`src/design/sfdc_pkg.sv`:
```
// sfdc_pkg: shared constants and types for the serial frame deframer/classifier.
// Depends on nothing; imported by sfdc_ram users, sfdc_drain and the top level.
package sfdc_pkg;

  localparam int BUF_BYTES = 256;
  localparam int BUF_AW    = $clog2(BUF_BYTES);
  localparam int FILL_W    = $clog2(BUF_BYTES + 1);
  localparam int LEN_W     = 18;
  localparam int LANE_W    = 4;

  localparam logic [7:0] HDR0       = 8'h4F;
  localparam logic [7:0] HDR1       = 8'h4B;
  localparam logic [7:0] NEWLINE    = 8'h0A;
  localparam logic [7:0] KIND_UID   = 8'h1E;
  localparam logic [7:0] KIND_ERR   = 8'h1F;
  localparam logic [7:0] KIND_PARAM = 8'h20;

  localparam int LEN_LIMIT = 128;
  localparam int UID_LEN   = 17;
  localparam int ERR_LEN   = 18;
  localparam int HDR_BYTES = 4;

  localparam logic [2:0] CLS_TEXT  = 3'd0;
  localparam logic [2:0] CLS_UID   = 3'd1;
  localparam logic [2:0] CLS_ERR   = 3'd2;
  localparam logic [2:0] CLS_PARAM = 3'd3;
  localparam logic [2:0] CLS_OTHER = 3'd4;

  typedef struct packed {
    logic              start;
    logic [FILL_W-1:0] len;
    logic [2:0]        cls;
  } drn_cmd_t;

endpackage

```
`src/design/sfdc_ram.sv`:
```
// sfdc_ram: generic single-write, single-read RAM with registered read data.
// No dependencies.
module sfdc_ram #(
  parameter int WIDTH = 8,
  parameter int DEPTH = 256
) (
  input  logic                     clk,
  input  logic                     we,
  input  logic [$clog2(DEPTH)-1:0] waddr,
  input  logic [WIDTH-1:0]         wdata,
  input  logic                     re,
  input  logic [$clog2(DEPTH)-1:0] raddr,
  output logic [WIDTH-1:0]         rdata
);

  logic [WIDTH-1:0] mem [DEPTH];

  always_ff @(posedge clk) begin
    if (we) begin
      mem[waddr] <= wdata;
    end
    if (re) begin
      rdata <= mem[raddr];
    end
  end

endmodule

```
`src/design/sfdc_drain.sv`:
```
// sfdc_drain: reads a closed message out of the buffer RAM and packs it into
// 8-byte words held in an output register. Depends on sfdc_pkg.
module sfdc_drain (
  input  logic                     clk,
  input  logic                     rst,
  input  sfdc_pkg::drn_cmd_t       cmd,
  output logic                     busy,
  output logic                     rd_en,
  output logic [sfdc_pkg::BUF_AW-1:0] rd_addr,
  input  logic [7:0]               rd_data,
  output logic                     out_valid,
  input  logic                     out_ready,
  output logic [63:0]              data_word,
  output logic [3:0]               byte_count,
  output logic                     last_word,
  output logic [2:0]               message_class
);
  import sfdc_pkg::*;

  typedef enum logic [3:0] {
    D_IDLE = 4'b0001,
    D_RD   = 4'b0010,
    D_CAP  = 4'b0100,
    D_PUSH = 4'b1000
  } dstate_t;

  dstate_t           state, state_next;
  logic [FILL_W-1:0] rd_ptr;
  logic [FILL_W-1:0] msg_len;
  logic [2:0]        cls;
  logic [LANE_W-1:0] lane;
  logic [63:0]       word_buf;
  logic [FILL_W-1:0] ptr_inc;
  logic [LANE_W-1:0] lane_inc;
  logic              word_end;
  logic              out_free;

  assign ptr_inc  = rd_ptr + FILL_W'(1);
  assign lane_inc = lane + LANE_W'(1);
  assign word_end = (lane_inc == LANE_W'(8)) || (ptr_inc == msg_len);
  assign out_free = !out_valid || out_ready;
  assign busy     = (state != D_IDLE);

  always_comb begin
    rd_en   = 1'b0;
    rd_addr = rd_ptr[BUF_AW-1:0];
    case (state)
      D_RD: begin
        rd_en = 1'b1;
      end
      D_CAP: begin
        rd_en   = !word_end;
        rd_addr = ptr_inc[BUF_AW-1:0];
      end
      default: begin
        rd_en = 1'b0;
      end
    endcase
  end

  always_comb begin
    state_next = state;
    case (state)
      D_IDLE: if (cmd.start) state_next = D_RD;
      D_RD:   state_next = D_CAP;
      D_CAP:  if (word_end) state_next = D_PUSH;
      D_PUSH: begin
        if (out_free) state_next = (rd_ptr == msg_len) ? D_IDLE : D_RD;
      end
      default: state_next = D_IDLE;
    endcase
  end

  always_ff @(posedge clk) begin
    if (rst) begin
      state     <= D_IDLE;
      out_valid <= 1'b0;
    end else begin
      state <= state_next;
      if (state == D_PUSH && out_free) begin
        out_valid <= 1'b1;
      end else if (out_ready) begin
        out_valid <= 1'b0;
      end
    end
  end

  always_ff @(posedge clk) begin
    case (state)
      D_IDLE: begin
        if (cmd.start) begin
          rd_ptr   <= '0;
          msg_len  <= cmd.len;
          cls      <= cmd.cls;
          lane     <= '0;
          word_buf <= '0;
        end
      end
      D_CAP: begin
        word_buf[lane[2:0]*8 +: 8] <= rd_data;
        rd_ptr <= ptr_inc;
        lane   <= lane_inc;
      end
      D_PUSH: begin
        if (out_free) begin
          data_word     <= word_buf;
          byte_count    <= lane;
          last_word     <= (rd_ptr == msg_len);
          message_class <= cls;
          word_buf      <= '0;
          lane          <= '0;
        end
      end
      default: begin
        lane <= lane;
      end
    endcase
  end

endmodule

```
`src/design/serial_frame_deframer_classifier.sv`:
```
// serial_frame_deframer_classifier: top level; byte collector, framing and
// classification control around the buffer RAM and the word drain unit.
// A byte that closes nothing is accepted (S_IDLE), then evaluated (S_EVAL); a
// repeated header then rewrites the buffer head in S_RST0 and S_RST1. A
// closing byte drains the buffered bytes with one RAM read per byte; bytes
// are taken again once the last word sits in the output register. Reset
// clears control, fill count, current and previous byte; the buffer RAM
// is not cleared, entries are read only below the fill count.
module serial_frame_deframer_classifier (
  input  logic        clk,
  input  logic        rst,
  input  logic        in_valid,
  output logic        in_ready,
  input  logic [7:0]  rx_byte,
  output logic        out_valid,
  input  logic        out_ready,
  output logic [63:0] data_word,
  output logic [3:0]  byte_count,
  output logic        last_word,
  output logic [2:0]  message_class
);
  import sfdc_pkg::*;

  typedef enum logic [4:0] {
    S_IDLE = 5'b00001,
    S_EVAL = 5'b00010,
    S_RST0 = 5'b00100,
    S_RST1 = 5'b01000,
    S_WAIT = 5'b10000
  } state_t;

  localparam logic signed [LEN_W-1:0] LEN_LIMIT_S = LEN_W'(LEN_LIMIT);

  state_t            state, state_next;
  logic [FILL_W-1:0] fill;
  logic [7:0]        cur_byte;
  logic [7:0]        prev_byte;
  logic [7:0]        hdr [5];
  logic              accept;
  drn_cmd_t          cmd;
  logic              drn_busy;
  logic              we;
  logic [BUF_AW-1:0] waddr;
  logic [7:0]        wdata;
  logic              rd_en;
  logic [BUF_AW-1:0] rd_addr;
  logic [7:0]        rd_data;

  logic signed [LEN_W-1:0] len_v;
  logic signed [LEN_W-1:0] need;
  logic signed [LEN_W-1:0] fill_s;
  logic              has_hdr;
  logic              is_bin;
  logic              do_emit;
  logic              do_drop;
  logic              do_restart;
  logic [2:0]        cls;

  assign in_ready = (state == S_IDLE);
  assign accept   = in_valid && in_ready;

  assign len_v  = $signed({{(LEN_W-16){hdr[2][7]}}, hdr[2], 8'h00})
                + $signed({{(LEN_W-8){hdr[3][7]}}, hdr[3]});
  assign need   = len_v + LEN_W'(HDR_BYTES);
  assign fill_s = $signed({{(LEN_W-FILL_W){1'b0}}, fill});

  assign has_hdr = (fill >= FILL_W'(2)) && (hdr[0] == HDR0) && (hdr[1] == HDR1);
  assign is_bin  = (fill >= FILL_W'(4)) && has_hdr && (len_v < LEN_LIMIT_S);

  always_comb begin
    do_emit    = 1'b0;
    do_drop    = 1'b0;
    do_restart = 1'b0;
    if (is_bin) begin
      if (need == fill_s) begin
        do_emit = 1'b1;
      end else if (need < fill_s) begin
        do_drop = 1'b1;
      end else if (prev_byte == HDR0 && cur_byte == HDR1) begin
        do_restart = 1'b1;
      end
    end else if (cur_byte == NEWLINE || fill >= FILL_W'(BUF_BYTES)) begin
      do_emit = 1'b1;
    end
  end

  always_comb begin
    if (!has_hdr) begin
      cls = CLS_TEXT;
    end else if (fill < FILL_W'(5)) begin
      cls = CLS_OTHER;
    end else if (len_v == LEN_W'(UID_LEN) && fill == FILL_W'(UID_LEN + HDR_BYTES)
                 && hdr[4] == KIND_UID) begin
      cls = CLS_UID;
    end else if (len_v == LEN_W'(ERR_LEN) && fill == FILL_W'(ERR_LEN + HDR_BYTES)
                 && hdr[4] == KIND_ERR) begin
      cls = CLS_ERR;
    end else if (hdr[4] == KIND_PARAM) begin
      cls = CLS_PARAM;
    end else begin
      cls = CLS_OTHER;
    end
  end

  assign cmd.start = (state == S_EVAL) && do_emit;
  assign cmd.len   = fill;
  assign cmd.cls   = cls;

  always_comb begin
    state_next = state;
    case (state)
      S_IDLE: if (accept) state_next = S_EVAL;
      S_EVAL: begin
        if (do_emit) begin
          state_next = S_WAIT;
        end else if (do_restart) begin
          state_next = S_RST0;
        end else begin
          state_next = S_IDLE;
        end
      end
      S_RST0: state_next = S_RST1;
      S_RST1: state_next = S_IDLE;
      S_WAIT: if (!drn_busy) state_next = S_IDLE;
      default: state_next = S_IDLE;
    endcase
  end

  always_comb begin
    we    = 1'b0;
    waddr = fill[BUF_AW-1:0];
    wdata = rx_byte;
    case (state)
      S_IDLE: we = accept && (fill < FILL_W'(BUF_BYTES));
      S_RST0: begin
        we    = 1'b1;
        waddr = BUF_AW'(0);
        wdata = HDR0;
      end
      S_RST1: begin
        we    = 1'b1;
        waddr = BUF_AW'(1);
        wdata = HDR1;
      end
      default: we = 1'b0;
    endcase
  end

  always_ff @(posedge clk) begin
    if (rst) begin
      state     <= S_IDLE;
      fill      <= '0;
      cur_byte  <= '0;
      prev_byte <= '0;
    end else begin
      state <= state_next;
      case (state)
        S_IDLE: begin
          if (accept) begin
            prev_byte <= cur_byte;
            cur_byte  <= rx_byte;
            if (fill < FILL_W'(BUF_BYTES)) fill <= fill + FILL_W'(1);
          end
        end
        S_EVAL: begin
          if (do_emit || do_drop) begin
            fill <= '0;
          end else if (do_restart) begin
            fill <= FILL_W'(2);
          end
        end
        default: fill <= fill;
      endcase
    end
  end

  always_ff @(posedge clk) begin
    for (int k = 0; k < 5; k++) begin
      if (accept && fill == FILL_W'(k)) hdr[k] <= rx_byte;
    end
    if (state == S_EVAL && do_restart) begin
      hdr[0] <= HDR0;
      hdr[1] <= HDR1;
    end
  end

  sfdc_ram #(
    .WIDTH(8),
    .DEPTH(BUF_BYTES)
  ) u_buf (
    .clk  (clk),
    .we   (we),
    .waddr(waddr),
    .wdata(wdata),
    .re   (rd_en),
    .raddr(rd_addr),
    .rdata(rd_data)
  );

  sfdc_drain u_drain (
    .clk          (clk),
    .rst          (rst),
    .cmd          (cmd),
    .busy         (drn_busy),
    .rd_en        (rd_en),
    .rd_addr      (rd_addr),
    .rd_data      (rd_data),
    .out_valid    (out_valid),
    .out_ready    (out_ready),
    .data_word    (data_word),
    .byte_count   (byte_count),
    .last_word    (last_word),
    .message_class(message_class)
  );

  a_no_write_while_drain: assert property (@(posedge clk) disable iff (rst)
    drn_busy |-> !we)
    else $error("buffer written while a message drains");

  a_fill_bound: assert property (@(posedge clk) disable iff (rst)
    fill <= FILL_W'(BUF_BYTES))
    else $error("fill count past buffer size");

  a_count_range: assert property (@(posedge clk) disable iff (rst)
    out_valid |-> (byte_count != 4'd0 && byte_count <= 4'd8))
    else $error("word byte count out of range");

  a_class_range: assert property (@(posedge clk) disable iff (rst)
    out_valid |-> message_class <= CLS_OTHER)
    else $error("bad message class");

  a_emit_empties: assert property (@(posedge clk) disable iff (rst)
    cmd.start |=> (fill == '0 && drn_busy))
    else $error("emit did not empty buffer or start drain");

endmodule
```
`config.mk`:
```
export PLATFORM = sky130hd
export DESIGN_NAME = serial_frame_deframer_classifier
export DESIGN_NICKNAME = d
export VERILOG_FILES = /design/src/design/sfdc_pkg.sv /design/src/design/sfdc_ram.sv /design/src/design/sfdc_drain.sv /design/src/design/serial_frame_deframer_classifier.sv
export SDC_FILE = /design/constraint.sdc
export NUM_CORES = 2
export LEC_CHECK = 0
export BUFFER_PORTS_ARGS = -buffer_cell sky130_fd_sc_hd__buf_2
export CAP_MARGIN = 20
export CORE_MARGIN = 4
export CORE_UTILIZATION = 27
export DETAILED_ROUTE_END_ITERATION = 7
export PLACE_DENSITY = 0.43
export SLEW_MARGIN = 40
export SYNTH_ARGS = -nofsm -noshare
export SYNTH_HDL_FRONTEND = slang
export SYNTH_HIERARCHICAL = 1
export SYNTH_SLANG_ARGS = --single-unit
```
`constraint.sdc`:
```
create_clock -name clk -period 8.8 [get_ports clk]
set_input_delay 0.44 -clock clk [delete_from_list [all_inputs] [get_ports clk]]
set_output_delay 0.44 -clock clk [all_outputs]
set_load 0.03 [all_outputs]
```
==> impl_summary.log <==
[metrics] result of the run: finished clean
[metrics] classification of the worst-slack hold path: in -> reg
[metrics] data arrival time of the critical path: between 6 and 7 ns
[metrics] Netlist Area Pre-Place: roughly 91000 um^2
[metrics] switching part of the total power: 0.208
[metrics] Fin Setup TNS: 0 ns
[metrics] post-synthesis sequential element count: 2292
[metrics] count of buffers inserted at the top-level ports: between 80 and 90
[metrics] DR vias/cell: 4.85
[metrics] internal power consumption: 18.0 mW
[metrics] clock tree from TritonCTS: built
[metrics] total power after layout: 22.7 mW
[metrics] Layout area overhead: 15.8%
[metrics] Most common cell on crit path: sky130_fd_sc_hd__buf_12
[metrics] Worst VDD drop: slightly below 0.0002 V
[metrics] f_max: 0.180 GHz
[metrics] number of global-route vias before repair: 46609
[metrics] H-tree depth: 4
[metrics] total routing resource utilization after global routing: 0.144
[metrics] total number of nets in the final design: 4910
[metrics] clk_lat worst skew: roughly 0.92 ns
[metrics] kind of start point of the critical path: flop
[metrics] Buffers & Inverters on Critical Path: 4
[metrics] routed wire length per instance: ~27 um
[metrics] post-synthesis instance total: between 4000 and 5000
[metrics] Max Fanout on Critical Path: 58
[metrics] clock-pin slew on the worst setup and hold paths: 0.06 ns
[metrics] Static Leakage: ~33 nW
[metrics] floorplan die height: between 500 and 600 um
[metrics] Post-DP HPWL: about 160000 um
[metrics] Sinks on Clock Net: 2292
[metrics] R2R Setup Slk: 3.24 ns
[metrics] number of nets in the synthesized netlist: 4732
[metrics] Main synth FF type: sky130_fd_sc_hd__edfxtp_1
[metrics] number of distinct library cells after synthesis: about 110
[metrics] worst-case clock skew: approximately 0.075 ns
[metrics] deepest clock path buffer count: 4
[metrics] largest net degree at the start of global routing: about 190
[metrics] share of total power in sequential cells: 0.535
[metrics] drt pass-1 iters: 8
[metrics] top-area cell type share of the netlist area: 0.743
[metrics] number of buffers created by CTS: around 240
[metrics] number of vias in the routed layout: around 46000
[metrics] Synth warnings: 6
[metrics] total die area: between 300000 and 400000 um^2
[metrics] category of the critical setup timing path: reg -> reg
[metrics] count of pins on the block boundary: 86
[metrics] placeable core region: between 300000 and 400000 um^2
[metrics] final number of hold-violating endpoints: 0
[metrics] # fillers: around 32000
[metrics] wire length of the first global-routing pass: roughly 360000 um
[metrics] Least-Margin Pin Slew: between 0.9 and 1 ns
[metrics] top cell type by total area after synthesis: sky130_fd_sc_hd__edfxtp_1
[metrics] number of cell rows: approximately 210
[metrics] part of the Yosys area used for sequential elements: 0.754
[metrics] cell types with the largest area share after synthesis: sky130_fd_sc_hd__edfxtp_1, sky130_fd_sc_hd__mux4_2, sky130_fd_sc_hd__mux2i_1
[metrics] final period utilization: 0.631
[metrics] final count of pins violating max slew: 0
[metrics] series of cell instances along the critical path: or4b_4 -> buf_4 -> xnor2_2 -> buf_12 -> buf_12 -> buf_16 -> mux4_2 -> a22o_1 -> a221oi_1 -> o32ai_1 -> nor3_1 -> nor4_1
[metrics] total of max-cap violations: 0
[metrics] Die Span X: ~590 um
[metrics] sum of routed wire length over all layers: 256000 um
[metrics] NetSw: about 4.7 mW
[metrics] Crit path largest cell delay: approximately 0.83 ns
[metrics] effective utilization at floorplan: 0.271
[metrics] final critical-path required period: about 5.6 ns
[metrics] power per cell area: approximately 220 nW/um^2
[metrics] Antenna Violating Nets Remaining: 0
[metrics] final global-route overflow total: 0
[metrics] standard cell with the maximum stage delay on the critical path: sky130_fd_sc_hd__or4b_4
[metrics] async set-or-reset flop fraction in the synthesized netlist: 0
[metrics] Synth Area per Inst: 19.3 um^2
[metrics] required time at the endpoint of the critical path: 9.41 ns
[metrics] Worst setup EP type: flop
[metrics] clk root buf: sky130_fd_sc_hd__clkbuf_16
[metrics] kind of cell with the highest combined delay on the critical path: simple AND/OR/NAND/NOR gates
[metrics] violation count after the first detailed-routing iteration: around 4400
[metrics] worst slew margin relative to its limit: 0.386
[metrics] DRC violation count after routing: 0
[metrics] number of antenna violations at the first check in global routing: 10
[metrics] count of final setup violators: 0
[metrics] RSZ-0062 raised after global routing: no
[metrics] portion of total power attributed to the clock network: 0.442
[metrics] Util after Layout: 0.314
[metrics] power share of the combinational group: 0.023
[metrics] weighted congestion at the end of routability-driven global placement: between 0.7 and 0.8
[metrics] number of synthesized flops with an enable pin: between 2000 and 2500
[metrics] fraction of final layout cells sized beyond drive strength 1: 0.260
-- layout make-up --
cell class / instances / area, um^2 / area share
Sequential cell: 2292 / 68300 / 0.651
Multi-Input combinational cell: 2089 / 21500 / 0.205
Clock buffer: 296 / 6280 / 0.0598
Tap cell: 4387 / 5490 / 0.0523
Timing Repair Buffer: 213 / 1880 / 0.0179
Clock inverter: 141 / 1400 / 0.0133
Inverter: 26 / 97.6 / 0.000930
Antenna cell: 4 / 10.0 / 0.0000954
-- metrics by stage --
step | setup slack, ns | cell area [um^2] | hold slack, ns | std cells
global route | 2.86 | 105000 | 0.0532 | 9445
CTS | 3.12 | 105000 | 0.00628 | 9440
floorplan | 1.58 | 90600 | 0.400 | 4687
global placement | 2.79 | 96100 | 0.434 | 8979
detailed placement | 3.09 | 97000 | 0.435 | 8995
finish | 3.24 | 105000 | 0.0745 | 9448
-- kinds of logic after synthesis --
logic type      share of synthesized area
flops                               0.754
mux                                 0.131
fa+ha+maj                         0.00464
compound gates                     0.0428
buf+inv                            0.0194
simple gates                       0.0439
xor+xnor                          0.00425
-- path summary, 6_finish.rpt --
path	start	to	cells past startpoint
hold / removal	in_valid	state[4]	3
hold reg to reg	u_drain/word_buf[8]	u_drain/data_word[8]	0
setup reg to reg	u_drain/state[3]	u_buf/rdata[5]	12
setup / recovery	u_drain/state[3]	u_buf/rdata[5]	12
-- registers in the layout, indices dropped and copies added (netlist names), 4 cells and up --
name	cells
fill	9
u_drain/word_buf	64
u_drain/msg_len	9
u_drain/rd_ptr	9
prev_byte	8
hdr	40
u_drain/lane	4
cur_byte	8
u_drain/state	4
state	5
u_drain/data_word	64
u_buf/mem	2048
u_buf/rdata	8
u_drain/byte_count	4
-- tightest hold or removal path: cells and delay by family --
| family | cells | cell delay (ns) |
|---|---|---|
| buffers and inverters | 1 | 0.13 |
| AOI/OAI and AO/OA | 2 | 0.30 |
-- cell usage after synthesis (all sizes together) (6+ instances only) --
| cell | number |
|---|---|
| edfxtp | 2241 |
| mux4 | 456 |
| nor2 | 331 |
| a21oi | 196 |
| clkbuf | 152 |
| nand2 | 152 |
| mux2i | 142 |
| a22oi | 134 |
| buf | 128 |
| nand3 | 107 |
| dfxtp | 51 |
| o221ai | 48 |
| nor3 | 41 |
| nor2b | 35 |
| ha | 32 |
| o21ai | 32 |
| nor4 | 31 |
| o22ai | 30 |
| a211oi | 29 |
| inv | 25 |
| xnor2 | 25 |
| nand4 | 24 |
| xor2 | 19 |
| a221oi | 17 |
| and2 | 17 |
| mux2 | 17 |
| nand2b | 15 |
| and3 | 14 |
| o211ai | 14 |
| nor4b | 10 |
| or3 | 10 |
| a22o | 8 |
| a31oi | 7 |
| nand3b | 7 |
| o22a | 7 |
| a2111oi | 6 |
-- power by group through the flow --
stage	clock network (mW)	logic [mW]	registers [mW]
2_1_floorplan	0	0.288	12.4
3_3_place_gp	0	0.506	12.4
3_5_place_dp	0	0.535	12.4
4_1_cts	10.3	0.537	12.1
5_1_grt	10.8	0.576	12.1
6_report	10.0	0.531	12.1
-- per-layer routing --
metal	part of all wire	vias up	GRT usage
met5	0	-	0
met4	0.023	0	0.0340
met3	0.046	310	0.0214
met2	0.49	1077	0.238
met1	0.45	24844	0.200
li1	-	19596	-
-- cells in the final DEF (no fill, tap or decap), types with 27 or more instances in the layout --
cell	synthesis	final
sky130_fd_sc_hd__dfxtp_1	51	51
sky130_fd_sc_hd__o22ai_1	30	30
sky130_fd_sc_hd__o221ai_1	47	47
sky130_fd_sc_hd__clkbuf_16	0	243
sky130_fd_sc_hd__nand3_1	107	94
sky130_fd_sc_hd__buf_4	28	79
sky130_fd_sc_hd__nand2_1	149	142
sky130_fd_sc_hd__a21oi_1	195	190
sky130_fd_sc_hd__nor2_1	330	124
sky130_fd_sc_hd__ha_1	32	32
sky130_fd_sc_hd__mux2i_1	142	142
sky130_fd_sc_hd__a22oi_1	134	134
sky130_fd_sc_hd__clkbuf_1	150	53
sky130_fd_sc_hd__clkinv_2	0	34
sky130_fd_sc_hd__clkinv_1	1	68
sky130_fd_sc_hd__nor2b_1	35	30
sky130_fd_sc_hd__edfxtp_1	2241	2241
sky130_fd_sc_hd__mux4_2	454	454
sky130_fd_sc_hd__o21ai_0	30	27
sky130_fd_sc_hd__nor3_1	41	36
sky130_fd_sc_hd__buf_2	32	85
sky130_fd_sc_hd__nor2_2	1	201
-- timing repair --
action,4_1_cts,5_1_grt
setup buffers,0,0
hold endpoints to repair,42,0
hold buffers,8,0
gates resized for setup,0,0
(Power assumes the default switching activity.)
